$ cat config.mk
export PLATFORM = sky130hd
export DESIGN_NAME = fp8_int_multiply_accumulate
export DESIGN_NICKNAME = d
export VERILOG_FILES = /design/src/rtl/fpim_pkg.sv /design/src/rtl/fpim_front.sv /design/src/rtl/fpim_queue.sv /design/src/rtl/fpim_back.sv /design/src/rtl/fp8_int_multiply_accumulate.sv
export SDC_FILE = /design/constraint.sdc
export NUM_CORES = 1
export LEC_CHECK = 0
export ABC_AREA = 1
export BUFFER_PORTS_ARGS = -buffer_cell sky130_fd_sc_hd__buf_2
export CAP_MARGIN = 5
export CELL_PAD_IN_SITES_DETAIL_PLACEMENT = 1
export CELL_PAD_IN_SITES_GLOBAL_PLACEMENT = 2
export CORE_ASPECT_RATIO = 0.75
export CORE_MARGIN = 4
export CORE_UTILIZATION = 35
export DETAILED_ROUTE_END_ITERATION = 7
export PLACE_DENSITY = 0.78
export SETUP_SLACK_MARGIN = 0.4
export SYNTH_ARGS = -nofsm -noshare
export SYNTH_HDL_FRONTEND = slang
export SYNTH_SLANG_ARGS = --single-unit
$ cat constraint.sdc
create_clock -name clk -period 6.4 [get_ports clk]
set_clock_uncertainty 0.15 [all_clocks]
set_input_delay 0.64 -clock clk [delete_from_list [all_inputs] [get_ports clk]]
set_output_delay 0.64 -clock clk [all_outputs]
set_load 0.03 [all_outputs]
$ cat src/rtl/fpim_pkg.sv
`default_nettype none

package fpim_pkg;

  // field widths fixed by the interface
  localparam int ACT_WIDTH         = 8;
  localparam int WEIGHT_WIDTH      = 15;
  localparam int SUM_WIDTH         = 16;
  localparam int CFG_WIDTH         = 4;
  localparam int CFG_INDEX_WIDTH   = 2;
  localparam int ACC_WIDTH_DEFAULT = 16;
  localparam int MANT_WIDTH        = 3;
  localparam int EXP_WIDTH         = 4;

  // hidden one of the fp8 mantissa
  localparam logic [MANT_WIDTH:0] HIDDEN_ONE = 4'(1 << 3);

  // register indexes on the configuration port
  localparam logic [CFG_INDEX_WIDTH-1:0] REG_WEIGHT_PRECISION   = 2'd0;
  localparam logic [CFG_INDEX_WIDTH-1:0] REG_REFERENCE_EXPONENT = 2'd1;

  // register reset values
  localparam logic [CFG_WIDTH-1:0] WEIGHT_PRECISION_RESET   = 4'd8;
  localparam logic [CFG_WIDTH-1:0] REFERENCE_EXPONENT_RESET = 4'd0;

  // alignment of one product against the reference exponent
  typedef struct packed {
    logic                 left;
    logic [EXP_WIDTH-1:0] amount;
  } fpim_shift_t;

endpackage

`default_nettype wire

$ cat src/rtl/fpim_front.sv
`default_nettype none

// front end: holds the configuration, decodes the fp8 word and forms the
// signed product of mantissa and weight
module fpim_front #(
  parameter int ACC_WIDTH = fpim_pkg::ACC_WIDTH_DEFAULT
) (
  input  wire logic                                 clk,
  input  wire logic                                 rst,
  input  wire logic                                 cfg_write,
  input  wire logic [fpim_pkg::CFG_INDEX_WIDTH-1:0] cfg_index,
  input  wire logic [fpim_pkg::CFG_WIDTH-1:0]       cfg_data,
  input  wire logic [fpim_pkg::ACT_WIDTH-1:0]       activation,
  input  wire logic [fpim_pkg::WEIGHT_WIDTH-1:0]    weight_bits,
  output      logic [ACC_WIDTH-1:0]                 product,
  output      fpim_pkg::fpim_shift_t                shift
);

  logic [fpim_pkg::CFG_WIDTH-1:0]    weight_precision;
  logic [fpim_pkg::CFG_WIDTH-1:0]    reference_exponent;
  logic [fpim_pkg::MANT_WIDTH:0]     mag;
  logic [fpim_pkg::EXP_WIDTH-1:0]    exponent;
  logic [fpim_pkg::WEIGHT_WIDTH-1:0] low_mask;
  logic                              weight_sign;
  logic [ACC_WIDTH-1:0]              weight_value;
  logic [ACC_WIDTH-1:0]              mul;
  logic [fpim_pkg::EXP_WIDTH:0]      diff;

  // configuration registers
  always_ff @(posedge clk) begin
    if (rst) begin
      weight_precision   <= fpim_pkg::WEIGHT_PRECISION_RESET;
      reference_exponent <= fpim_pkg::REFERENCE_EXPONENT_RESET;
    end else if (cfg_write) begin
      case (cfg_index)
        fpim_pkg::REG_WEIGHT_PRECISION:   weight_precision   <= cfg_data;
        fpim_pkg::REG_REFERENCE_EXPONENT: reference_exponent <= cfg_data;
        default: ;
      endcase
    end
  end

  // field decode
  assign mag      = fpim_pkg::HIDDEN_ONE | {1'b0, activation[fpim_pkg::MANT_WIDTH-1:0]};
  assign exponent = activation[fpim_pkg::ACT_WIDTH-2 -: fpim_pkg::EXP_WIDTH];

  // sign-extend the low weight_precision bits of the weight
  assign low_mask    = ~({fpim_pkg::WEIGHT_WIDTH{1'b1}} << weight_precision);
  assign weight_sign = (weight_precision != '0) &&
                       weight_bits[4'(weight_precision - 4'd1)];
  assign weight_value = ACC_WIDTH'(weight_bits & low_mask) |
                        (weight_sign ? ({ACC_WIDTH{1'b1}} << weight_precision)
                                     : '0);

  // product modulo 2^ACC_WIDTH, negated for a negative activation
  assign mul     = ACC_WIDTH'(ACC_WIDTH'(mag) * weight_value);
  assign product = activation[fpim_pkg::ACT_WIDTH-1] ? ACC_WIDTH'(~mul + 1'b1) : mul;

  // shift direction and distance from exponent minus reference
  assign diff         = {1'b0, exponent} - {1'b0, reference_exponent};
  assign shift.left   = ~diff[fpim_pkg::EXP_WIDTH];
  assign shift.amount = diff[fpim_pkg::EXP_WIDTH] ?
                        fpim_pkg::EXP_WIDTH'(~diff[fpim_pkg::EXP_WIDTH-1:0] + 1'b1) :
                        diff[fpim_pkg::EXP_WIDTH-1:0];

endmodule

`default_nettype wire

$ cat src/rtl/fpim_queue.sv
`default_nettype none

// two-entry queue between front and back
module fpim_queue #(
  parameter int DATA_WIDTH = fpim_pkg::ACC_WIDTH_DEFAULT
) (
  input  wire logic                  clk,
  input  wire logic                  rst,
  input  wire logic                  push,
  input  wire logic [DATA_WIDTH-1:0] push_data,
  input  wire logic                  pop,
  output      logic [DATA_WIDTH-1:0] head,
  output      logic                  empty,
  output      logic                  full
);

  logic [DATA_WIDTH-1:0] entry [2];
  logic                  wr_ptr;
  logic                  rd_ptr;
  logic [1:0]            count;

  assign empty = (count == 2'd0);
  assign full  = (count == 2'd2);
  assign head  = entry[rd_ptr];

  // entry storage
  always_ff @(posedge clk) begin
    if (push) begin
      entry[wr_ptr] <= push_data;
    end
  end

  // pointers and fill count
  always_ff @(posedge clk) begin
    if (rst) begin
      wr_ptr <= 1'b0;
      rd_ptr <= 1'b0;
      count  <= 2'd0;
    end else begin
      if (push) begin
        wr_ptr <= ~wr_ptr;
      end
      if (pop) begin
        rd_ptr <= ~rd_ptr;
      end
      case ({push, pop})
        2'b10:   count <= count + 2'd1;
        2'b01:   count <= count - 2'd1;
        default: count <= count;
      endcase
    end
  end

endmodule

`default_nettype wire

$ cat src/rtl/fpim_back.sv
`default_nettype none

// back end: aligns each product and adds it into the running sum, which is
// also the output register
module fpim_back #(
  parameter int ACC_WIDTH = fpim_pkg::ACC_WIDTH_DEFAULT
) (
  input  wire logic                          clk,
  input  wire logic                          rst,
  input  wire logic                          q_empty,
  input  wire logic [ACC_WIDTH-1:0]          q_product,
  input  wire fpim_pkg::fpim_shift_t         q_shift,
  output      logic                          q_pop,
  output      logic                          result_valid,
  input  wire logic                          out_ready,
  output      logic [fpim_pkg::SUM_WIDTH-1:0] sum
);

  logic [ACC_WIDTH-1:0] running_sum;
  logic [ACC_WIDTH-1:0] aligned;

  // take the next word once the output slot is free or being drained
  assign q_pop = ~q_empty & (~result_valid | out_ready);

  // left shift or arithmetic right shift
  assign aligned = q_shift.left ? ACC_WIDTH'(q_product << q_shift.amount) :
                   ACC_WIDTH'($signed(q_product) >>> q_shift.amount);

  // accumulator and output valid
  always_ff @(posedge clk) begin
    if (rst) begin
      running_sum  <= '0;
      result_valid <= 1'b0;
    end else begin
      if (q_pop) begin
        running_sum  <= running_sum + aligned;
        result_valid <= 1'b1;
      end else if (out_ready) begin
        result_valid <= 1'b0;
      end
    end
  end

  assign sum = running_sum[fpim_pkg::SUM_WIDTH-1:0];

endmodule

`default_nettype wire

$ cat src/rtl/fp8_int_multiply_accumulate.sv
`default_nettype none

// Multiplies an fp8 activation (sign, 4-bit exponent, 3-bit mantissa with a
// hidden one) by a signed integer weight of weight_precision bits, aligns the
// product by exponent minus reference_exponent and adds it into an
// ACC_WIDTH-bit running sum; each accepted word returns the low 16 bits of
// the new sum. One word is taken per clock while in_ready is high: the front
// decodes and multiplies in the cycle it accepts a word, a two-entry queue
// holds it, and the back shifts it and registers the new sum; the sustained
// rate is one word per cycle while out_ready stays high. in_ready drops only
// when the queue is full. Configuration writes take effect at once and are
// meant to be made while no word is in flight.
module fp8_int_multiply_accumulate #(
  parameter int ACC_WIDTH = fpim_pkg::ACC_WIDTH_DEFAULT
) (
  input  wire logic                                 clk,
  input  wire logic                                 rst,
  input  wire logic                                 cfg_write,
  input  wire logic [fpim_pkg::CFG_INDEX_WIDTH-1:0] cfg_index,
  input  wire logic [fpim_pkg::CFG_WIDTH-1:0]       cfg_data,
  input  wire logic                                 in_valid,
  output      logic                                 in_ready,
  input  wire logic [fpim_pkg::ACT_WIDTH-1:0]       activation,
  input  wire logic [fpim_pkg::WEIGHT_WIDTH-1:0]    weight_bits,
  output      logic                                 result_valid,
  input  wire logic                                 out_ready,
  output      logic signed [fpim_pkg::SUM_WIDTH-1:0] accumulated_sum
);

  localparam int QW = ACC_WIDTH + $bits(fpim_pkg::fpim_shift_t);

  logic [ACC_WIDTH-1:0]     f_product;
  fpim_pkg::fpim_shift_t    f_shift;
  logic [QW-1:0]            q_head;
  logic                     q_empty;
  logic                     q_full;
  logic                     q_pop;
  logic                     push;
  logic [fpim_pkg::SUM_WIDTH-1:0] sum;

  assign in_ready = ~q_full;
  assign push     = in_valid & in_ready;

  fpim_front #(.ACC_WIDTH(ACC_WIDTH)) u_front (
    .clk         (clk),
    .rst         (rst),
    .cfg_write   (cfg_write),
    .cfg_index   (cfg_index),
    .cfg_data    (cfg_data),
    .activation  (activation),
    .weight_bits (weight_bits),
    .product     (f_product),
    .shift       (f_shift)
  );

  fpim_queue #(.DATA_WIDTH(QW)) u_queue (
    .clk       (clk),
    .rst       (rst),
    .push      (push),
    .push_data ({f_shift, f_product}),
    .pop       (q_pop),
    .head      (q_head),
    .empty     (q_empty),
    .full      (q_full)
  );

  fpim_back #(.ACC_WIDTH(ACC_WIDTH)) u_back (
    .clk          (clk),
    .rst          (rst),
    .q_empty      (q_empty),
    .q_product    (q_head[ACC_WIDTH-1:0]),
    .q_shift      (q_head[QW-1:ACC_WIDTH]),
    .q_pop        (q_pop),
    .result_valid (result_valid),
    .out_ready    (out_ready),
    .sum          (sum)
  );

  assign accumulated_sum = $signed(sum);

endmodule

`default_nettype wire

==> flow_summary.toml, run 1 <==
[critical_path]
cp-end-kind = "flip-flop"
slowest_delay_ps = 550
r2r_cells = 25
arrival_ps = 5450
crit_path_max_fanout = 13
rr_endpoint = "u_queue.entry[1][14]"
worstSetupStartpointType = "flip-flop"
worstPathRequired_ps = 6330
r2r-start = "u_front.weight_precision[0]"
criticalPathCategory = "flip-flop to flip-flop"
rrSetupSlack_ps = 880
worst_path_max_delay_cell = "fa_1"

[global_route]
antenna_found_initial = 0
track_usage_pct = 19.7
grt_util_met1_pct = 33.1
grt_overflow = 0
grt_busiest_layer = "met1"
grt_pass1_wl_um = 37100
met2_usage_pct = 26.4
grt_max_degree = 37
first_global_vias = 6918
grt_use_met3_pct = 3.15

[synth]
postSynthAreaPerCell_um2 = 6.95
ys_ff_latch = 72
synth_top_area_share_pct = 17.1
yosysTopAreaCell = "edfxtp_1"
syn-num-nets = 1163
yosys_most_used_dff = "edfxtp_1"
yosysMostFrequentCell = "nand2_1"
synthArstFlopShare_pct = 0
yosysSeqAreaShare_pct = 25.3
synth_common_cells = "275 x nand2_1, 147 x inv_1, 108 x nor2_1"
synth.area.top_cells = "edfxtp_1 17%, nand2_1 14%, dfxtp_1 8.2%, inv_1 7.5%, fa_1 7.3%"
synthDistinctLibCells = 59
syn_area_um2 = 7370
synth_edf_count = 42
synth_cells = 1060
ys_warn_count = 0

[floorplan]
die_area_um2 = 23500
rows = 45
coreArea_um2 = 20400
fp.dieW_um = 176
num_io_pins = 52
fp.dieH_um = 134
initial_utilization_pct = 36.0

[power]
p_leak_nw = 4.04
finalPower_mw = 4.90
ir_worst_vdd_mv = 0.258
power.density_nw_per_um2 = 596

[worst_hold_path]
hp-class = "flip-flop to flip-flop"
hp-start = "u_queue.rd_ptr"
holdPathStages = 1

[route]
drc_errors = 0
routed_wl_um = 22500
via_per_inst = 4.94
dr.pass1.iters = 4
antenna_left = 0
wl_per_cell_um = 16.2
drtIter0Drc = 419
route.vias.total = 6864

[layout]
fin_area_um2 = 8230
final_core_util_pct = 40.3
drive_above_1_share_pct = 12.5
syn_to_final_growth_pct = 11.8
layout.nets = 1205
nFillCells = 2678
diodes = 0

[clock_network]
clk_path_buf_depth = 2
cts_tree = "yes"
htree_levels = 3
clk_pin_slew_ps = 70
clkLatencyLatePin_ps = 350
clock_sinks = 72
cts_buffers = 9
cts_root_buf = "clkbuf_16"

[flow_run]
drv_cap = 0

[timing]
hold_viol_final = 0
rsz0062_at_grt = "false"
finalSetupViolCount = 0
worstMarginPinSlew_ps = 1150
drv_slew = 0
fmax_mhz = 181
tns_ps = 0
maxSlewHeadroom_pct = 23.6
period_share_pct = 86.3
fin_crit_ps = 5520

[outcome]
outcome = "finished clean"

[placed_design]
finalWeightedCongestion = 0.837
io_buffers = 51
place_area_um2 = 7820
hpwl_um = 18400
==> state kept, by name (all words and copies together), names as in the netlist, named ones only <==
signal and flops:
u_queue.wr_ptr 1, u_queue.rd_ptr 1, u_queue.count 2, u_queue.entry 42
u_front.reference_exponent 4, u_front.weight_precision 4, u_back.sum 16, u_back.result_valid 1
==> placed cells by master (no fill, tap or decap), types with 4 or more instances in the layout <==
cell type / netlist / layout
or2_2: 4 / 4
o211ai_1: 13 / 13
inv_1: 147 / 147
nand4_1: 7 / 7
o21ai_0: 76 / 76
o21ai_2: 6 / 6
inv_2: 7 / 7
buf_4: 6 / 13
nor3_1: 4 / 4
dfxtp_1: 30 / 29
a21oi_1: 47 / 47
xnor2_1: 10 / 9
buf_2: 10 / 51
o21ai_1: 20 / 20
a21o_1: 5 / 5
o21a_1: 5 / 5
a31oi_1: 10 / 10
nor2_1: 108 / 106
nand3_2: 4 / 4
nand2_1: 275 / 275
nand3_1: 63 / 63
clkbuf_16: 0 / 10
fa_1: 27 / 26
ha_1: 42 / 42
nand2_2: 14 / 14
edfxtp_1: 42 / 42
xor2_1: 23 / 23
==> cell type report <==
| type | count | area (µm²) | share of cell area [%] |
|---|---|---|---|
| sequential | 72 | 1860 | 22.6 |
| clock inverter | 6 | 95.1 | 1.16 |
| inverter | 156 | 593 | 7.20 |
| timing repair buffer | 64 | 353 | 4.29 |
| clock buffer | 10 | 250 | 3.04 |
| tap | 282 | 353 | 4.29 |
| multi-input combinational | 799 | 4730 | 57.4 |
==> routing by layer <==
layer	share of wire, %	routed length (µm)
met2	37	8410
met1	59	13300
met5	0	0
met4	0.53	119
met3	2.8	622
==> critical path, delay by kind of cell, from the launching register on <==
kind / cells / cell delay [ps]
and+or+nand+nor: 11 / 1400
adders and majority gates: 5 / 2020
AOI/OAI and AO/OA: 2 / 380
DFF: 1 / 430
xor gates and xnor gates: 2 / 430
buffers and inverters: 5 / 420
==> worst max path at each step <==
stage / from / endpoint / slack, ps / depth (start not counted)
global placement: u_front.weight_precision[0] / u_queue.entry[0][15] / 730 / 26
floorplan: u_front.weight_precision[0] / u_queue.entry[0][14] / 1280 / 28
global route: u_front.weight_precision[0] / u_queue.entry[1][15] / 420 / 26
finish: u_front.weight_precision[0] / u_queue.entry[1][14] / 880 / 25
detailed placement: u_front.weight_precision[0] / u_queue.entry[0][13] / 650 / 25
CTS: u_front.weight_precision[0] / u_queue.entry[0][15] / 620 / 26
==> report_power, final <==
| part | switching [mW] | internal, mW | total (mW) |
|---|---|---|---|
| logic | 2.36 | 1.14 | 3.50 |
| clock network | 0.217 | 0.371 | 0.588 |
| registers | 0.0829 | 0.731 | 0.814 |
| total | 2.66 | 2.24 | 4.90 |
==> cell families after synthesis <==
group / Yosys count / share of synthesized area [%]
compound gates: 205 / 16.9
xor+xnor: 35 / 4.36
fa+ha+maj: 69 / 14.5
buf+inv: 189 / 10.9
flops: 72 / 25.3
mux: 1 / 0.136
simple gates: 489 / 28.0
==> per-stage QoR <==
| stage | hold WS [ps] | worst slack [ps] | instances |
|---|---|---|---|
| 5_1_grt | 338 | 420 | 1389 |
| 3_3_place_gp | 285 | 734 | 1367 |
| 4_1_cts | 307 | 620 | 1383 |
| 6_report | 305 | 878 | 1389 |
| 2_1_floorplan | 276 | 1280 | 1060 |
| 3_5_place_dp | 298 | 650 | 1367 |
==> repair_timing <==
action,CTS,global route
gates resized for setup,0,4
hold buffers,0,0
endpoints found under the setup margin,0,14
setup buffers,0,6
Note: power is estimated with default switching activity, not from simulation.
==> inputs of run 2 (changes only) <==
Clock period 6.4 ns to 6 ns, I/O delays scaled along.
==> flow_summary.toml, run 2 (synthesis gave the netlist of run 1 again) <==
[placed_design]
finalWeightedCongestion = 0.830
io_buffers = 51
pre_cts_slack_ps = 485
dp.cells = 1370
place_area_um2 = 7850
hpwl_um = 18300

[route]
drtIter0Drc = 412
drc_errors = 0
maxUsedRoutingLayer = "met4"
wl_met3_um = 994
routed_wl_um = 22200
dr.pass1.iters = 5
wl_met1_um = 12800
route.vias.total = 6867
wl_per_cell_um = 15.9
via_per_inst = 4.93
antenna_left = 0
wl_met2_um = 8300

[timing]
setup_slack_ps = 697
worstMarginPinSlew_ps = 1180
fmax_mhz = 189
fin_crit_ps = 5300
period_share_pct = 88.4
rsz0062_at_grt = "false"
finalSetupViolCount = 0
fin_hold_ws_ps = 311
drv_slew = 0
maxSlewHeadroom_pct = 21.2
tns_ps = 0
hold_viol_final = 0

[power]
ir_worst_vdd_mv = 0.286
finalPower_mw = 5.23
p_leak_nw = 4.04
power.density_nw_per_um2 = 633

[clock_network]
cts_hold_buf = 0
cts_tree = "yes"
clock_sinks = 72
htree_levels = 3
clk_pin_slew_ps = 60
cts_buffers = 9
clk_path_buf_depth = 2
clkLatencyLatePin_ps = 340
cts_root_buf = "clkbuf_16"

[critical_path]
cp-end-kind = "flip-flop"
worstPathRequired_ps = 5930
r2r-start = "u_front.weight_precision[0]"
worstSetupStartpointType = "flip-flop"
arrival_ps = 5230
crit_path_max_fanout = 14
r2r_cells = 25
rr_endpoint = "u_queue.entry[0][15]"
criticalPathCategory = "flip-flop to flip-flop"
rrSetupSlack_ps = 700

[layout]
fin_cells = 1393
largest_reg_flops = 42
final_cell_mix = "274 x nand2_1, 147 x inv_1, 104 x nor2_1"
regArea_um2 = 1860
layout.nets = 1210
syn_to_final_growth_pct = 12.1
nFillCells = 2630
diodes = 0
multi_input_area_um2 = 4770
drive_above_1_share_pct = 13.8
fin_area_um2 = 8260
final_core_util_pct = 40.4
top_register = "u_queue.entry"
layout_commonest_cell = "nand2_1"

[floorplan]
die_area_um2 = 23500
rows = 45
initial_utilization_pct = 36.0
coreArea_um2 = 20400
num_io_pins = 52
fp.dieH_um = 134
fp.dieW_um = 176

[outcome]
outcome = "finished clean"

[worst_hold_path]
hold_end = "u_front.reference_exponent[0]"
hp-class = "flip-flop to flip-flop"
hp-start = "u_front.reference_exponent[0]"
holdPathStages = 2

[global_route]
grt_overflow = 0
grt_pass1_wl_um = 36300
antenna_found_initial = 0
first_global_vias = 6810
track_usage_pct = 19.1
grt_max_degree = 37

[flow_run]
drv_cap = 0
==> run 2: worst max-delay path by stage <==
stage | startpoint | end | slack [ps]
6_report | u_front.weight_precision[0] | u_queue.entry[0][15] | 700
5_1_grt | u_front.weight_precision[0] | u_queue.entry[0][15] | 370
4_1_cts | u_front.weight_precision[1] | u_queue.entry[0][15] | 470
3_5_place_dp | u_front.weight_precision[1] | u_queue.entry[0][15] | 490
3_3_place_gp | u_front.weight_precision[1] | u_queue.entry[0][15] | 530
2_1_floorplan | u_front.weight_precision[0] | u_queue.entry[0][14] | 880
==> run 2: repair_timing <==
action,CTS,global route
endpoints found under the hold margin,0,0
setup endpoints to repair,0,14
gates resized for setup,0,18
buffers inserted,0,8
==> run 2: cell type report <==
class / instances / share of cell area, %
Timing Repair Buffer: 69 / 4.73
Inverter: 156 / 7.18
Clock inverter: 3 / 0.257
Clock buffer: 12 / 3.24
Sequential cell: 72 / 22.6
Tap cell: 282 / 4.27
Multi-Input combinational cell: 799 / 57.8
==> run 2: layer usage <==
layer,vias to the layer above,track usage (%)
li1,3534,-
met1,3222,32.1
met2,104,25.4
met3,7,3.40
met4,0,2.34
met5,-,0
==> run 2: worst max-delay path, cell delays in order (launching register included) <==
cell and delay [ps]:
dfxtp_1 340, inv_2 90, ha_1 240, ha_1 320
inv_1 80, nand3_1 80, nand3_2 110, nand3_4 160
buf_4 180, nand2_2 70, o21ai_0 200, fa_1 550
fa_1 540, inv_1 70, fa_2 460, nand3_1 120
nand2_2 140, a21boi_4 200, xor2_2 180, nand4_1 110
nor2_2 140, nand3_1 110, o21ai_1 180, inv_1 60
nand2_1 60, nand2_1 70
==> run 2: power by group <==
part	switching, mW	total (mW)	internal [mW]	leakage, nW
clock	0.217	0.533	0.316	0.145
combinational	2.56	3.83	1.27	3.25
sequential	0.0872	0.867	0.779	0.641
total	2.87	5.23	2.36	4.04
